$ cat src/rtl/fix_message_field_filter_assert.svh
// ----------------------------------------------------------------------------
// FIX message field filter: assertion macros
// Shared property forms for the checks at the end of the top level.
// ----------------------------------------------------------------------------
`ifndef FIX_MESSAGE_FIELD_FILTER_ASSERT_SVH
`define FIX_MESSAGE_FIELD_FILTER_ASSERT_SVH

// The consequent must hold in the same cycle as the antecedent.
`define FMF_ASSERT_IMPLIES(name, ante, cons, msg) \
	name: assert property (@(posedge clk) disable iff (!arst_n) (ante) |-> (cons)) \
		else $error(msg);

// The consequent must hold from the cycle after the antecedent.
`define FMF_ASSERT_NEXT(name, ante, cons, msg) \
	name: assert property (@(posedge clk) disable iff (!arst_n) (ante) |=> (cons)) \
		else $error(msg);

`endif

$ cat src/rtl/fmf_pkg.sv
// ----------------------------------------------------------------------------
// FIX message field filter: shared package
// Types, character codes and register indexes used across the block.
// ----------------------------------------------------------------------------
package fmf_pkg;

	localparam logic [7:0] CHAR_SOH    = 8'h01;
	localparam logic [7:0] CHAR_BAR    = 8'h7C;
	localparam logic [7:0] CHAR_EQUALS = 8'h3D;
	localparam logic [7:0] CHAR_ZERO   = 8'h30;
	localparam logic [7:0] CHAR_NINE   = 8'h39;

	localparam logic [31:0] TAG_SEQ  = 32'd34;
	localparam logic [31:0] TAG_TYPE = 32'd35;

	// Bit positions in the filter enable register.
	localparam int EN_TYPE     = 0;
	localparam int EN_SEQ_LOW  = 1;
	localparam int EN_SEQ_HIGH = 2;
	localparam int EN_TAG      = 3;
	localparam int EN_VALUE    = 4;

	localparam int IN_DEPTH  = 4;
	localparam int IN_PTR_W  = 2;
	localparam int OUT_DEPTH = 4;
	localparam int OUT_PTR_W = 2;

	localparam int REG_INDEX_W = 3;

	typedef enum logic [REG_INDEX_W-1:0] {
		REG_FILTER_ENABLES      = 3'd0,
		REG_MSG_TYPE_TEXT       = 3'd1,
		REG_MSG_TYPE_LENGTH     = 3'd2,
		REG_SEQ_LOW_BOUND       = 3'd3,
		REG_SEQ_HIGH_BOUND      = 3'd4,
		REG_MATCH_TAG           = 3'd5,
		REG_WANTED_VALUE_TEXT   = 3'd6,
		REG_WANTED_VALUE_LENGTH = 3'd7
	} reg_index_t;

	typedef enum logic [2:0] {
		PH_TAG   = 3'b001,
		PH_VALUE = 3'b010,
		PH_SKIP  = 3'b100
	} phase_t;

	typedef enum logic [1:0] {
		TS_EMPTY = 2'd0,
		TS_VALID = 2'd1,
		TS_BAD   = 2'd2
	} tag_status_t;

	typedef enum logic [1:0] {
		FOUND_NONE = 2'd0,
		FOUND_OK   = 2'd1,
		FOUND_BAD  = 2'd2
	} found_t;

	typedef struct packed {
		logic [4:0]  enables;
		logic [63:0] type_text;
		logic [3:0]  type_len;
		logic [31:0] seq_low;
		logic [31:0] seq_high;
		logic [31:0] match_tag;
		logic [63:0] want_text;
		logic [3:0]  want_len;
	} cfg_t;

	// One classified message byte as it waits between front and back.
	typedef struct packed {
		logic [7:0] data;
		logic       last;
		logic       is_delim;
		logic       is_equals;
		logic       is_digit;
		logic [3:0] digit;
	} byte_word_t;

	typedef struct packed {
		logic       valid;
		byte_word_t word;
	} head_t;

endpackage

$ cat src/rtl/fix_message_field_filter.sv
// ----------------------------------------------------------------------------
// FIX message field filter
// Checks each FIX message, one byte per word, against the enabled filters.
// ----------------------------------------------------------------------------
// The block takes one message byte per cycle for as long as the input queue
// has space, and the back-end parser retires one byte per cycle unless a
// final byte waits for a result slot, so the sustained rate is one byte per
// clock. The final byte of a message passes through the four-word input
// queue, after which the parser takes it and snapshots the message, and
// then the verdict stage, which compares the sequence bounds and writes the
// result queue. The four-word result queue only stops the parser when a
// final byte would find no free slot for its verdict. There is no clearing
// pass after reset. The user must write configuration only while no message
// is in flight; the block itself does not enforce it.
module fix_message_field_filter #(
	parameter int MAX_VALUE_BYTES = 8
) (
	input  logic                            clk,
	input  logic                            arst_n,
	input  logic                            push,
	output logic                            full,
	input  logic [7:0]                      data_byte,
	input  logic                            last_byte,
	input  logic                            pop,
	output logic                            empty,
	output logic                            matched,
	input  logic                            cfg_write,
	input  logic [fmf_pkg::REG_INDEX_W-1:0] cfg_index,
	input  logic [63:0]                     cfg_data
);
	import fmf_pkg::*;

	cfg_t   cfg_q;
	head_t  q_head;
	logic   q_pop;
	logic   final_pop;

	always_ff @(posedge clk or negedge arst_n) begin
		if (!arst_n) begin
			cfg_q <= '{seq_high: '1, default: '0};
		end else if (cfg_write) begin
			unique case (cfg_index)
				REG_FILTER_ENABLES:      cfg_q.enables    <= cfg_data[4:0];
				REG_MSG_TYPE_TEXT:       cfg_q.type_text  <= cfg_data;
				REG_MSG_TYPE_LENGTH:     cfg_q.type_len   <= cfg_data[3:0];
				REG_SEQ_LOW_BOUND:       cfg_q.seq_low    <= cfg_data[31:0];
				REG_SEQ_HIGH_BOUND:      cfg_q.seq_high   <= cfg_data[31:0];
				REG_MATCH_TAG:           cfg_q.match_tag  <= cfg_data[31:0];
				REG_WANTED_VALUE_TEXT:   cfg_q.want_text  <= cfg_data;
				REG_WANTED_VALUE_LENGTH: cfg_q.want_len   <= cfg_data[3:0];
				default: begin
				end
			endcase
		end
	end

	fmf_front u_front (
		.clk       (clk),
		.arst_n    (arst_n),
		.push      (push),
		.full      (full),
		.data_byte (data_byte),
		.last_byte (last_byte),
		.head      (q_head),
		.head_pop  (q_pop)
	);

	fmf_back #(
		.MAX_VALUE_BYTES (MAX_VALUE_BYTES)
	) u_back (
		.clk      (clk),
		.arst_n   (arst_n),
		.cfg      (cfg_q),
		.head     (q_head),
		.head_pop (q_pop),
		.pop      (pop),
		.empty    (empty),
		.matched  (matched)
	);

	assign final_pop = q_pop && q_head.word.last;

	`include "fix_message_field_filter_assert.svh"

	// The parser never takes a word from an empty input queue.
	`FMF_ASSERT_IMPLIES(a_pop_needs_word, q_pop, q_head.valid, "pop from empty input queue")

	// If the result queue is empty as a final byte leaves, its verdict arrives via the verdict stage.
	`FMF_ASSERT_NEXT(a_verdict_arrives, $past(final_pop && empty), !empty, "verdict missing")

	// A verdict only appears as the result of a final byte.
	`FMF_ASSERT_IMPLIES(a_verdict_cause, $fell(empty), $past(final_pop, 2), "stray verdict")

endmodule

$ cat src/rtl/fmf_front.sv
// ----------------------------------------------------------------------------
// FIX message field filter: front end
// Accepts message bytes, classifies them and holds them in a short queue.
// ----------------------------------------------------------------------------
module fmf_front (
	input  logic           clk,
	input  logic           arst_n,
	input  logic           push,
	output logic           full,
	input  logic [7:0]     data_byte,
	input  logic           last_byte,
	output fmf_pkg::head_t head,
	input  logic           head_pop
);
	import fmf_pkg::*;

	byte_word_t            word_in;
	byte_word_t            mem_q [IN_DEPTH];
	logic [IN_PTR_W-1:0]   wr_q;
	logic [IN_PTR_W-1:0]   rd_q;
	logic [IN_PTR_W:0]     count_q;
	logic                  accept;

	always_comb begin
		word_in.data      = data_byte;
		word_in.last      = last_byte;
		word_in.is_delim  = (data_byte == CHAR_SOH) || (data_byte == CHAR_BAR);
		word_in.is_equals = (data_byte == CHAR_EQUALS);
		word_in.is_digit  = (data_byte >= CHAR_ZERO) && (data_byte <= CHAR_NINE);
		word_in.digit     = data_byte[3:0];
	end

	assign full        = (count_q == (IN_PTR_W + 1)'(IN_DEPTH));
	assign accept      = push && !full;
	assign head.valid  = (count_q != '0);
	assign head.word   = mem_q[rd_q];

	always_ff @(posedge clk) begin
		if (accept) begin
			mem_q[wr_q] <= word_in;
		end
	end

	always_ff @(posedge clk or negedge arst_n) begin
		if (!arst_n) begin
			wr_q    <= '0;
			rd_q    <= '0;
			count_q <= '0;
		end else begin
			if (accept) begin
				wr_q <= wr_q + 1'b1;
			end
			if (head_pop) begin
				rd_q <= rd_q + 1'b1;
			end
			case ({accept, head_pop})
				2'b10:   count_q <= count_q + 1'b1;
				2'b01:   count_q <= count_q - 1'b1;
				default: count_q <= count_q;
			endcase
		end
	end

endmodule

$ cat src/rtl/fmf_back.sv
// ----------------------------------------------------------------------------
// FIX message field filter: back end
// Parses one byte per cycle unless stalled, judges messages, queues verdicts.
// ----------------------------------------------------------------------------
module fmf_back #(
	parameter int MAX_VALUE_BYTES = 8
) (
	input  logic           clk,
	input  logic           arst_n,
	input  fmf_pkg::cfg_t  cfg,
	input  fmf_pkg::head_t head,
	output logic           head_pop,
	input  logic           pop,
	output logic           empty,
	output logic           matched
);
	import fmf_pkg::*;

	localparam int VLEN_W = $clog2(MAX_VALUE_BYTES + 2);
	localparam logic [VLEN_W-1:0] VLEN_MAX  = VLEN_W'(MAX_VALUE_BYTES);
	localparam logic [VLEN_W-1:0] VLEN_OVER = VLEN_W'(MAX_VALUE_BYTES + 1);

	function automatic logic [35:0] times_ten_plus(input logic [31:0] acc,
		input logic [3:0] digit);
		logic [35:0] wide;
		wide = {4'b0000, acc};
		return (wide << 3) + (wide << 1) + {32'd0, digit};
	endfunction

	byte_word_t            w;

	phase_t                phase_q,     a_phase,     n_phase;
	logic [31:0]           tag_acc_q,   a_tag_acc,   n_tag_acc;
	tag_status_t           tag_st_q,    a_tag_st,    n_tag_st;
	logic [VLEN_W-1:0]     vlen_q,      a_vlen,      n_vlen;
	logic                  type_eq_q,   a_type_eq,   n_type_eq;
	logic                  want_eq_q,   a_want_eq,   n_want_eq;
	logic [31:0]           seq_acc_q,   a_seq_acc,   n_seq_acc;
	logic                  seq_ok_q,    a_seq_ok,    n_seq_ok;
	found_t                type_found_q, f_type_found, n_type_found;
	found_t                seq_found_q,  f_seq_found,  n_seq_found;
	logic                  tag_match_q,  f_tag_match,  n_tag_match;

	logic [35:0]           tag_n;
	logic [35:0]           seq_n;
	logic [2:0]            pos;
	logic [7:0]            type_ch;
	logic [7:0]            want_ch;
	logic                  seq_active;
	logic                  fin;
	logic                  fits;

	logic                  valid_s2;
	found_t                type_found_s2;
	found_t                seq_found_s2;
	logic [31:0]           seq_acc_s2;
	logic                  tag_match_s2;
	logic                  verdict_s2;

	logic                  res_mem_q [OUT_DEPTH];
	logic [OUT_PTR_W-1:0]  res_wr_q;
	logic [OUT_PTR_W-1:0]  res_rd_q;
	logic [OUT_PTR_W:0]    res_count_q;
	logic                  res_pop;
	logic                  room;

	assign w = head.word;

	// A final byte may only leave the queue when its verdict is sure of a slot.
	assign room = ((OUT_PTR_W + 2)'(res_count_q) + (OUT_PTR_W + 2)'(valid_s2))
		< (OUT_PTR_W + 2)'(OUT_DEPTH);
	assign head_pop = head.valid && (!w.last || room);

	assign tag_n      = times_ten_plus(tag_acc_q, w.digit);
	assign seq_n      = times_ten_plus(seq_acc_q, w.digit);
	assign pos        = 3'(vlen_q);
	assign type_ch    = cfg.type_text[{pos, 3'b000} +: 8];
	assign want_ch    = cfg.want_text[{pos, 3'b000} +: 8];
	assign seq_active = (tag_acc_q == TAG_SEQ) && (seq_found_q == FOUND_NONE);

	// Effect of the byte itself on the field state.
	always_comb begin
		a_phase   = phase_q;
		a_tag_acc = tag_acc_q;
		a_tag_st  = tag_st_q;
		a_vlen    = vlen_q;
		a_type_eq = type_eq_q;
		a_want_eq = want_eq_q;
		a_seq_acc = seq_acc_q;
		a_seq_ok  = seq_ok_q;
		if (!w.is_delim) begin
			unique case (phase_q)
				PH_TAG: begin
					if (w.is_equals) begin
						if (tag_st_q == TS_VALID) begin
							a_phase   = PH_VALUE;
							a_vlen    = '0;
							a_type_eq = 1'b1;
							a_want_eq = 1'b1;
							a_seq_ok  = 1'b1;
							if (seq_active) begin
								a_seq_acc = '0;
							end
						end else begin
							a_phase = PH_SKIP;
						end
					end else if (w.is_digit) begin
						if (tag_st_q != TS_BAD) begin
							if (tag_n[35:32] != 4'd0) begin
								a_tag_st = TS_BAD;
							end else begin
								a_tag_acc = tag_n[31:0];
								a_tag_st  = TS_VALID;
							end
						end
					end else begin
						a_tag_st = TS_BAD;
					end
				end
				PH_VALUE: begin
					if (vlen_q < VLEN_MAX) begin
						if (w.data != type_ch) begin
							a_type_eq = 1'b0;
						end
						if (w.data != want_ch) begin
							a_want_eq = 1'b0;
						end
						a_vlen = vlen_q + 1'b1;
					end else begin
						a_type_eq = 1'b0;
						a_want_eq = 1'b0;
						a_vlen    = VLEN_OVER;
					end
					if (seq_active) begin
						if (w.is_digit) begin
							if (seq_n[35:32] != 4'd0) begin
								a_seq_ok = 1'b0;
							end
							a_seq_acc = seq_n[31:0];
						end else begin
							a_seq_ok = 1'b0;
						end
					end
				end
				PH_SKIP: begin
				end
				default: begin
				end
			endcase
		end
	end

	// Closing a field: either a delimiter ends it, or the message ends inside it.
	always_comb begin
		fin  = w.is_delim ? (phase_q == PH_VALUE) : (w.last && (a_phase == PH_VALUE));
		fits = (a_vlen <= VLEN_MAX);
		f_type_found = type_found_q;
		f_seq_found  = seq_found_q;
		f_tag_match  = tag_match_q;
		if (fin) begin
			if ((a_tag_acc == TAG_TYPE) && (type_found_q == FOUND_NONE)) begin
				f_type_found = (a_type_eq && fits && (4'(a_vlen) == cfg.type_len)) ?
					FOUND_OK : FOUND_BAD;
			end
			if ((a_tag_acc == TAG_SEQ) && (seq_found_q == FOUND_NONE)) begin
				f_seq_found = (a_seq_ok && (a_vlen != '0)) ? FOUND_OK : FOUND_BAD;
			end
			if (a_tag_acc == cfg.match_tag) begin
				if (!cfg.enables[EN_VALUE]) begin
					f_tag_match = 1'b1;
				end else if (a_want_eq && fits && (4'(a_vlen) == cfg.want_len)) begin
					f_tag_match = 1'b1;
				end
			end
		end
	end

	always_comb begin
		n_phase      = a_phase;
		n_tag_acc    = a_tag_acc;
		n_tag_st     = a_tag_st;
		n_vlen       = a_vlen;
		n_type_eq    = a_type_eq;
		n_want_eq    = a_want_eq;
		n_seq_acc    = a_seq_acc;
		n_seq_ok     = a_seq_ok;
		n_type_found = f_type_found;
		n_seq_found  = f_seq_found;
		n_tag_match  = f_tag_match;
		if (w.is_delim) begin
			n_phase   = PH_TAG;
			n_tag_acc = '0;
			n_tag_st  = TS_EMPTY;
		end
		if (w.last) begin
			n_phase      = PH_TAG;
			n_tag_acc    = '0;
			n_tag_st     = TS_EMPTY;
			n_vlen       = '0;
			n_type_eq    = 1'b1;
			n_want_eq    = 1'b1;
			n_seq_acc    = '0;
			n_seq_ok     = 1'b1;
			n_type_found = FOUND_NONE;
			n_seq_found  = FOUND_NONE;
			n_tag_match  = 1'b0;
		end
	end

	always_ff @(posedge clk or negedge arst_n) begin
		if (!arst_n) begin
			phase_q      <= PH_TAG;
			tag_acc_q    <= '0;
			tag_st_q     <= TS_EMPTY;
			vlen_q       <= '0;
			type_eq_q    <= 1'b1;
			want_eq_q    <= 1'b1;
			seq_acc_q    <= '0;
			seq_ok_q     <= 1'b1;
			type_found_q <= FOUND_NONE;
			seq_found_q  <= FOUND_NONE;
			tag_match_q  <= 1'b0;
		end else if (head_pop) begin
			phase_q      <= n_phase;
			tag_acc_q    <= n_tag_acc;
			tag_st_q     <= n_tag_st;
			vlen_q       <= n_vlen;
			type_eq_q    <= n_type_eq;
			want_eq_q    <= n_want_eq;
			seq_acc_q    <= n_seq_acc;
			seq_ok_q     <= n_seq_ok;
			type_found_q <= n_type_found;
			seq_found_q  <= n_seq_found;
			tag_match_q  <= n_tag_match;
		end
	end

	// Snapshot of a finished message; the bound compares run in the cycle after.
	always_ff @(posedge clk) begin
		if (head_pop && w.last) begin
			type_found_s2 <= f_type_found;
			seq_found_s2  <= f_seq_found;
			seq_acc_s2    <= a_seq_acc;
			tag_match_s2  <= f_tag_match;
		end
	end

	always_comb begin
		verdict_s2 = 1'b1;
		if (cfg.enables[EN_TYPE] && (type_found_s2 != FOUND_OK)) begin
			verdict_s2 = 1'b0;
		end
		if (cfg.enables[EN_SEQ_LOW] || cfg.enables[EN_SEQ_HIGH]) begin
			if (seq_found_s2 != FOUND_OK) begin
				verdict_s2 = 1'b0;
			end
			if (cfg.enables[EN_SEQ_LOW] && (seq_acc_s2 < cfg.seq_low)) begin
				verdict_s2 = 1'b0;
			end
			if (cfg.enables[EN_SEQ_HIGH] && (seq_acc_s2 > cfg.seq_high)) begin
				verdict_s2 = 1'b0;
			end
		end
		if (cfg.enables[EN_VALUE] && !cfg.enables[EN_TAG]) begin
			verdict_s2 = 1'b0;
		end
		if (cfg.enables[EN_TAG] && !tag_match_s2) begin
			verdict_s2 = 1'b0;
		end
	end

	assign empty   = (res_count_q == '0);
	assign res_pop = pop && !empty;
	assign matched = res_mem_q[res_rd_q];

	always_ff @(posedge clk) begin
		if (valid_s2) begin
			res_mem_q[res_wr_q] <= verdict_s2;
		end
	end

	always_ff @(posedge clk or negedge arst_n) begin
		if (!arst_n) begin
			valid_s2    <= 1'b0;
			res_wr_q    <= '0;
			res_rd_q    <= '0;
			res_count_q <= '0;
		end else begin
			valid_s2 <= head_pop && w.last;
			if (valid_s2) begin
				res_wr_q <= res_wr_q + 1'b1;
			end
			if (res_pop) begin
				res_rd_q <= res_rd_q + 1'b1;
			end
			case ({valid_s2, res_pop})
				2'b10:   res_count_q <= res_count_q + 1'b1;
				2'b01:   res_count_q <= res_count_q - 1'b1;
				default: res_count_q <= res_count_q;
			endcase
		end
	end

endmodule
$ cat config.mk
export PLATFORM = sky130hd
export DESIGN_NAME = fix_message_field_filter
export DESIGN_NICKNAME = d
export VERILOG_FILES = /design/src/rtl/fmf_pkg.sv /design/src/rtl/fix_message_field_filter.sv /design/src/rtl/fmf_front.sv /design/src/rtl/fmf_back.sv
export VERILOG_INCLUDE_DIRS = /design/src /design/src/rtl
export SDC_FILE = /design/constraint.sdc
export NUM_CORES = 1
export LEC_CHECK = 0
export BUFFER_PORTS_ARGS = -buffer_cell sky130_fd_sc_hd__buf_4
export CAP_MARGIN = 25
export CORE_UTILIZATION = 45
export CTS_BUF_LIST = sky130_fd_sc_hd__clkbuf_8
export CTS_CLUSTER_SIZE = 12
export DETAILED_ROUTE_END_ITERATION = 10
export PLACE_DENSITY_LB_ADDON = 0.1
export SLEW_MARGIN = 30
export SYNTH_ARGS = -nofsm -noshare
export SYNTH_HDL_FRONTEND = slang
export SYNTH_HIERARCHICAL = 1
export SYNTH_SLANG_ARGS = --single-unit
$ cat constraint.sdc
create_clock -name clk -period 4.3 [get_ports clk]
set_clock_uncertainty 0.1 [all_clocks]
set_input_delay 0.215 -clock clk [delete_from_list [all_inputs] [get_ports clk]]
set_output_delay 0.215 -clock clk [all_outputs]
set_load 0.1 [all_outputs]
* Word level (Yosys, flattened, before mapping)
Memories as Yosys holds them, arrays and structs flattened.
Cells that the tools add are included.
** Storage, ports and cells
- Output and inout bits :: 3
- Memories :: 2
- Memory bits (read-only) :: 0
- Bits in latches :: 0
- Register bits after elaboration :: 370
- RAM bits :: 68
** Operators by class
- Multiply operators :: 0
- Reductions and logical operators :: 47
- Equality and inequality tests :: 32
- Bitwise logic cells :: 0
- Magnitude comparators :: 7
- Shift operators :: 2
- $add $sub $neg :: 14
- Div/mod/pow operators :: 0
- Mux-type cells :: 84
** Memory list
- u_front.mem_q :: depth 4, bits a word 16, read ports 1, clocked after memory_dff 0, write ports 1, RTL line fmf_front.sv:18 : byte_word_t mem_q [IN_DEPTH];
- u_back.res_mem_q :: depth 4, bits a word 1, read ports 1, clocked after memory_dff 0, write ports 1, RTL line fmf_back.sv:60 : logic res_mem_q [OUT_DEPTH];
** Operators by type and width (count)
- two-way mux 32 bit :: 15
- variable part select 64 x 7 -> 8 bit :: 2
- == test 32 x 6 -> 1 bit, second input constant :: 3
- adder 35 x 33 -> 36 bit :: 2
- adder 36 x 4 -> 36 bit :: 2
- case mux 32 bit (2 select lines) :: 1
- two-way mux 1 bit :: 36
- == test 32 bit :: 1
- greater-than comparator 32 bit :: 1
- less-than comparator 32 bit :: 1
- two-way mux 2 bit :: 15
- two-way mux 4 bit :: 5
- logical AND 1 bit :: 19
- two-way mux 3 bit :: 6
- != test 8 bit :: 2
- AND reduction 2 bit :: 8
- == test 3 bit, second input constant :: 5
- == test 3 x 2 -> 1 bit, second input constant :: 4
- case mux 3 bit (2 select lines) :: 2
- nonzero test 4 bit :: 3
- adder 2 x 1 -> 2 bit, second input constant :: 4
- == test 4 bit :: 2
- == test 8 x 1 -> 1 bit, second input constant :: 1
- == test 8 x 6 -> 1 bit, second input constant :: 1
- other kinds (26) :: 45

* Depth between registers and ports, before layout
- Depth in word-level cells :: 14
- Depth in mapped cells :: 18
- Gate-level depth less buffers :: 16

* Modules after synthesis
The synthesis kept the hierarchy.
** By module, submodules not included
- fmf_back :: sequential area each 3463.3 µm², area an instance 14128.6 µm², cells each 1557, instances 1
- fix_message_field_filter :: sequential area each 5970.7 µm², area an instance 8944.8 µm², cells each 509, instances 1
- fmf_front :: sequential area each 1616.6 µm², area an instance 2278.4 µm², cells each 113, instances 1

* Worst setup path after synthesis
Ideal clock, no wire load.
- Kind :: flip-flop to flip-flop
- Start point :: register u_front.rd_q[0]
- End point :: register u_back.tag_match_q
- Arrival :: 4.573 ns
- Data required time :: 4.135 ns
- Clock period less this slack :: 4.739 ns
- Stages on the path, launching flop included :: 19
- Setup slack :: -0.439 ns
- Cells stage by stage :: dfrtp_1 buf_4 buf_6 mux4_1 inv_1 fa_1 inv_1 fa_1 a211o_1 nand4_1 a21o_1 o211ai_2 a311oi_1 o211ai_1 or3_1 mux2i_1 o211ai_1 o41ai_2 o211a_1
** RTL lines
- from (decl) :: RTL line fmf_front.sv:20 : logic [IN_PTR_W-1:0] rd_q;
- from (signal assigned) :: RTL line fmf_front.sv:54 : rd_q <= rd_q + 1'b1;
- to (signal assigned) :: RTL line fmf_back.sv:234 : tag_match_q <= n_tag_match;
- to (decl) :: RTL line fmf_back.sv:42 : logic tag_match_q, f_tag_match, n_tag_match;

==> results.toml <==
[timing]
fin_ws_ns = -0.439
worst_slew_pin_slew_ns = 0.949
rsz0062_at_grt = "yes"
min_period_ns = 4.74
setup_viol = 43
hold_slack_ns = 0.0296
finalCritPeriodShare = 1.10
timing.fmax_mhz = 211
max_slew_margin = 0.367
hold_violations = 0
report.final.slew_viol_count = 0

[power]
combPwrFrac = 0.340
pwr-share-clk = 0.277
p_int_mw = 9.57
power_density_nw_per_um2 = 485
vdd_drop_max_mv = 0.423
p_sw_mw = 5.34
switching_share = 0.358
finalPower_mw = 14.9
leakagePower_nw = 13.9
p_seq_frac = 0.383

[floorplan]
num_rows = 86
core_um2 = 55400
initial_core_util = 0.457
fp.dieH_um = 239
fp.dieW_um = 239
boundaryPins = 84
floorplan.die_area_um2 = 57300

[setup_path]
critical_path.slowest_cell = "mux4_2"
cp.arrival_ns = 5.27
cpPeakStageDelay_ns = 0.58
worst_setup_path_start_kind = "register"
crit_required_ns = 4.83
setup.worst_path.end_class = "register"
cp_cell_sequence = "mux4_2 > inv_2 > fa_1 > inv_2 > fa_2 > a211o_1 > nand4_1 > buf_4 > a2111oi_4 > o311ai_2 > a21boi_2 > o31ai_4 > buf_4 > or3_4 > nor3_4 > a31oi_1 > o41ai_2 > o211a_1"
crit_fanout = 4
path_class = "register to register"

[detailed_routing]
drt_first_pass_iters = 5
routed_via_density = 5.70
num_vias = 18900
wl_mm = 74.9
drc = 0
routedWlPerCell_um = 22.6
dr.first_iter.drc_count = 1321
final_antenna_net_count = 0

[yosys]
ys_seq_area_frac = 0.436
yosysTopAreaCellShare = 0.293
synthArstFlopShare = 0.789
syn_area_per_cell_um2 = 11.6
synth_edf_count = 89
netlist_top_cells_area = "dfrtp_1, edfxtp_1, ha_1"
synth.distinct_cells = 102
ys_ff_latch = 422
syn_inst = 2179
yosysMostFrequentCell = "dfrtp_1"
synth_area_um2 = 25400
synth-main-ff-cell = "dfrtp_1"
synth_largest_area_cell = "dfrtp_1"
synthTopCellsByCount = "dfrtp_1, ha_1, mux2_2"
ys_warn_count = 6
synthesis.nets = 2466

[cells_and_area]
syn_to_final_growth_pct = 21.4
layout-drive-gt1-share = 0.288
fin_nets = 2794
final_cells = 3320
diodes = 0
finish.utilization = 0.555

[global_route]
grt_max_degree = 98
grt_pass1_vias = 19300
grt_usage = 0.268
grt_antenna_before_repair = 6
grt-ovfl-total = 0
grt_pass1_wl_mm = 115

[hold_path]
hp-class = "primary input to asynchronous set/reset pin"

[clocking]
clockBufferDepth = 3
htree_levels = 3
clockRootBuffer = "clkbuf_8"
cts.clk_slew.worst_paths_ns = 0.06
cts_buffers = 77
cts_sinks = 422
insertion_delay_ns = 0.69
cts_tree = "done"

[run_status]
violations = "negative setup slack"
status = "finished with violations"

[placed_design]
numPortBuffers = 83
gp_congestion = 0.938
post-place-cells = 3082
place_hpwl_mm = 55.2

[flow_run]
drv_cap = 0
-- stage by stage --
| stage | cell area (µm²) | setup TNS, ns | setup slack (ns) |
|---|---|---|---|
| 6_report | 30800 | -12.53 | -0.439 |
| 5_1_grt | 30800 | -21.31 | -0.602 |
| 4_1_cts | 30500 | -8.66 | -0.369 |
| 3_5_place_dp | 27700 | -18.20 | -0.627 |
| 3_3_place_gp | 27700 | -14.42 | -0.610 |
| 2_1_floorplan | 25400 | -0.503 | -0.202 |
-- cells by family (layout without fill, tap and decap cells) --
kind of cell | after synthesis | count (layout) | share of synthesized area
simple gates | 457 | 457 | 0.0945
buf+inv | 216 | 609 | 0.0396
fa+ha+maj | 206 | 206 | 0.103
flops | 422 | 422 | 0.436
compound gates | 454 | 454 | 0.125
mux | 307 | 307 | 0.157
xor+xnor | 117 | 117 | 0.0439
-- timing repair --
item                       CTS  global route
hold endpoints to repair   376             0
gates cloned                 1             0
resized for setup           90            53
buffers inserted             6             7
setup endpoints to repair   59            66
pin swaps                   20            32
hold buffers                80             0
-- worst max-delay path, delay by kind of cell (launching register included) --
kind,cells,cell delay (ns)
buf+inv,4,0.55
mux,1,0.58
compound gates,8,1.64
fa+ha+maj,2,0.63
flops,1,0.42
simple gates,3,0.75
-- area by class of cell --
class,instances,area [µm²]
timing repair buffer,338,2880
clock buffer,91,1250
inverter,127,477
multi-input combinational,1541,13800
clock inverter,53,424
tap,748,936
sequential,422,11100
fill,4803,24600
-- per-layer routing --
metal  part of all wire  global-route usage  up-vias
met5                  0                   0        -
met3              0.051              0.0462      122
met1               0.46               0.372     9487
met2               0.46               0.429      506
met4              0.026              0.0791        0
li1                   -                   -     8793
-- power by group through the flow --
| stage | registers (mW) | clock network (mW) | logic (mW) |
|---|---|---|---|
| 6_report | 5.71 | 4.13 | 5.07 |
| 5_1_grt | 5.82 | 4.41 | 5.53 |
| 4_1_cts | 5.71 | 4.25 | 5.00 |
| 3_5_place_dp | 5.78 | 0 | 4.81 |
| 3_3_place_gp | 5.74 | 0 | 4.71 |
| 2_1_floorplan | 5.53 | 0 | 3.24 |
-- flip-flops by register name, summed over array words and instances (netlist names), 4 cells and up --
name               cells
cfg_q                237
u_back/res_mem_q       4
u_back/seq_acc_q      32
u_back/seq_acc_s2     32
u_back/tag_acc_q      32
u_back/vlen_q          4
u_front/mem_q         48
-- placed cells by master (no fill, tap or decap), types with 10 or more instances in the layout --
master	n
a21o_1	50
a21oi_1	61
a21oi_2	10
a22o_1	38
a31oi_1	14
and2_1	14
buf_4	243
clkbuf_8	91
clkinv_1	12
clkinv_2	12
dfrtp_1	295
dfstp_2	36
dlygate4sd3_1	80
edfxtp_1	89
ha_1	198
inv_1	140
mux2_1	70
mux2_2	165
mux2i_1	22
mux4_2	39
nand2_1	152
nand2b_1	21
nand3_1	18
nand4_1	43
nor2_1	63
nor2b_1	18
nor3_1	36
nor4_1	14
o21a_1	25
o21ai_0	67
o21ai_1	13
o21ai_2	34
xnor2_1	64
xor2_1	44
-- path summary, 6_finish.rpt --
kind	cells after the start	end	startpoint	slack, ns
hold reg to reg	1	cfg_q[231]	cfg_q[231]	0.38
hold / removal	2	u_back/tag_acc_q[21]	arst_n	0.03
min in group clk	3	cfg_q[228]	cfg_data[60]	0.21
setup reg to reg	18	u_back/tag_match_q	u_front/rd_q[0]	-0.44
max in group asynchronous	3	cfg_q[117]	arst_n	2.98
setup / recovery	18	u_back/tag_match_q	u_front/rd_q[0]	-0.44
Power figures use the tool's default switching activity.
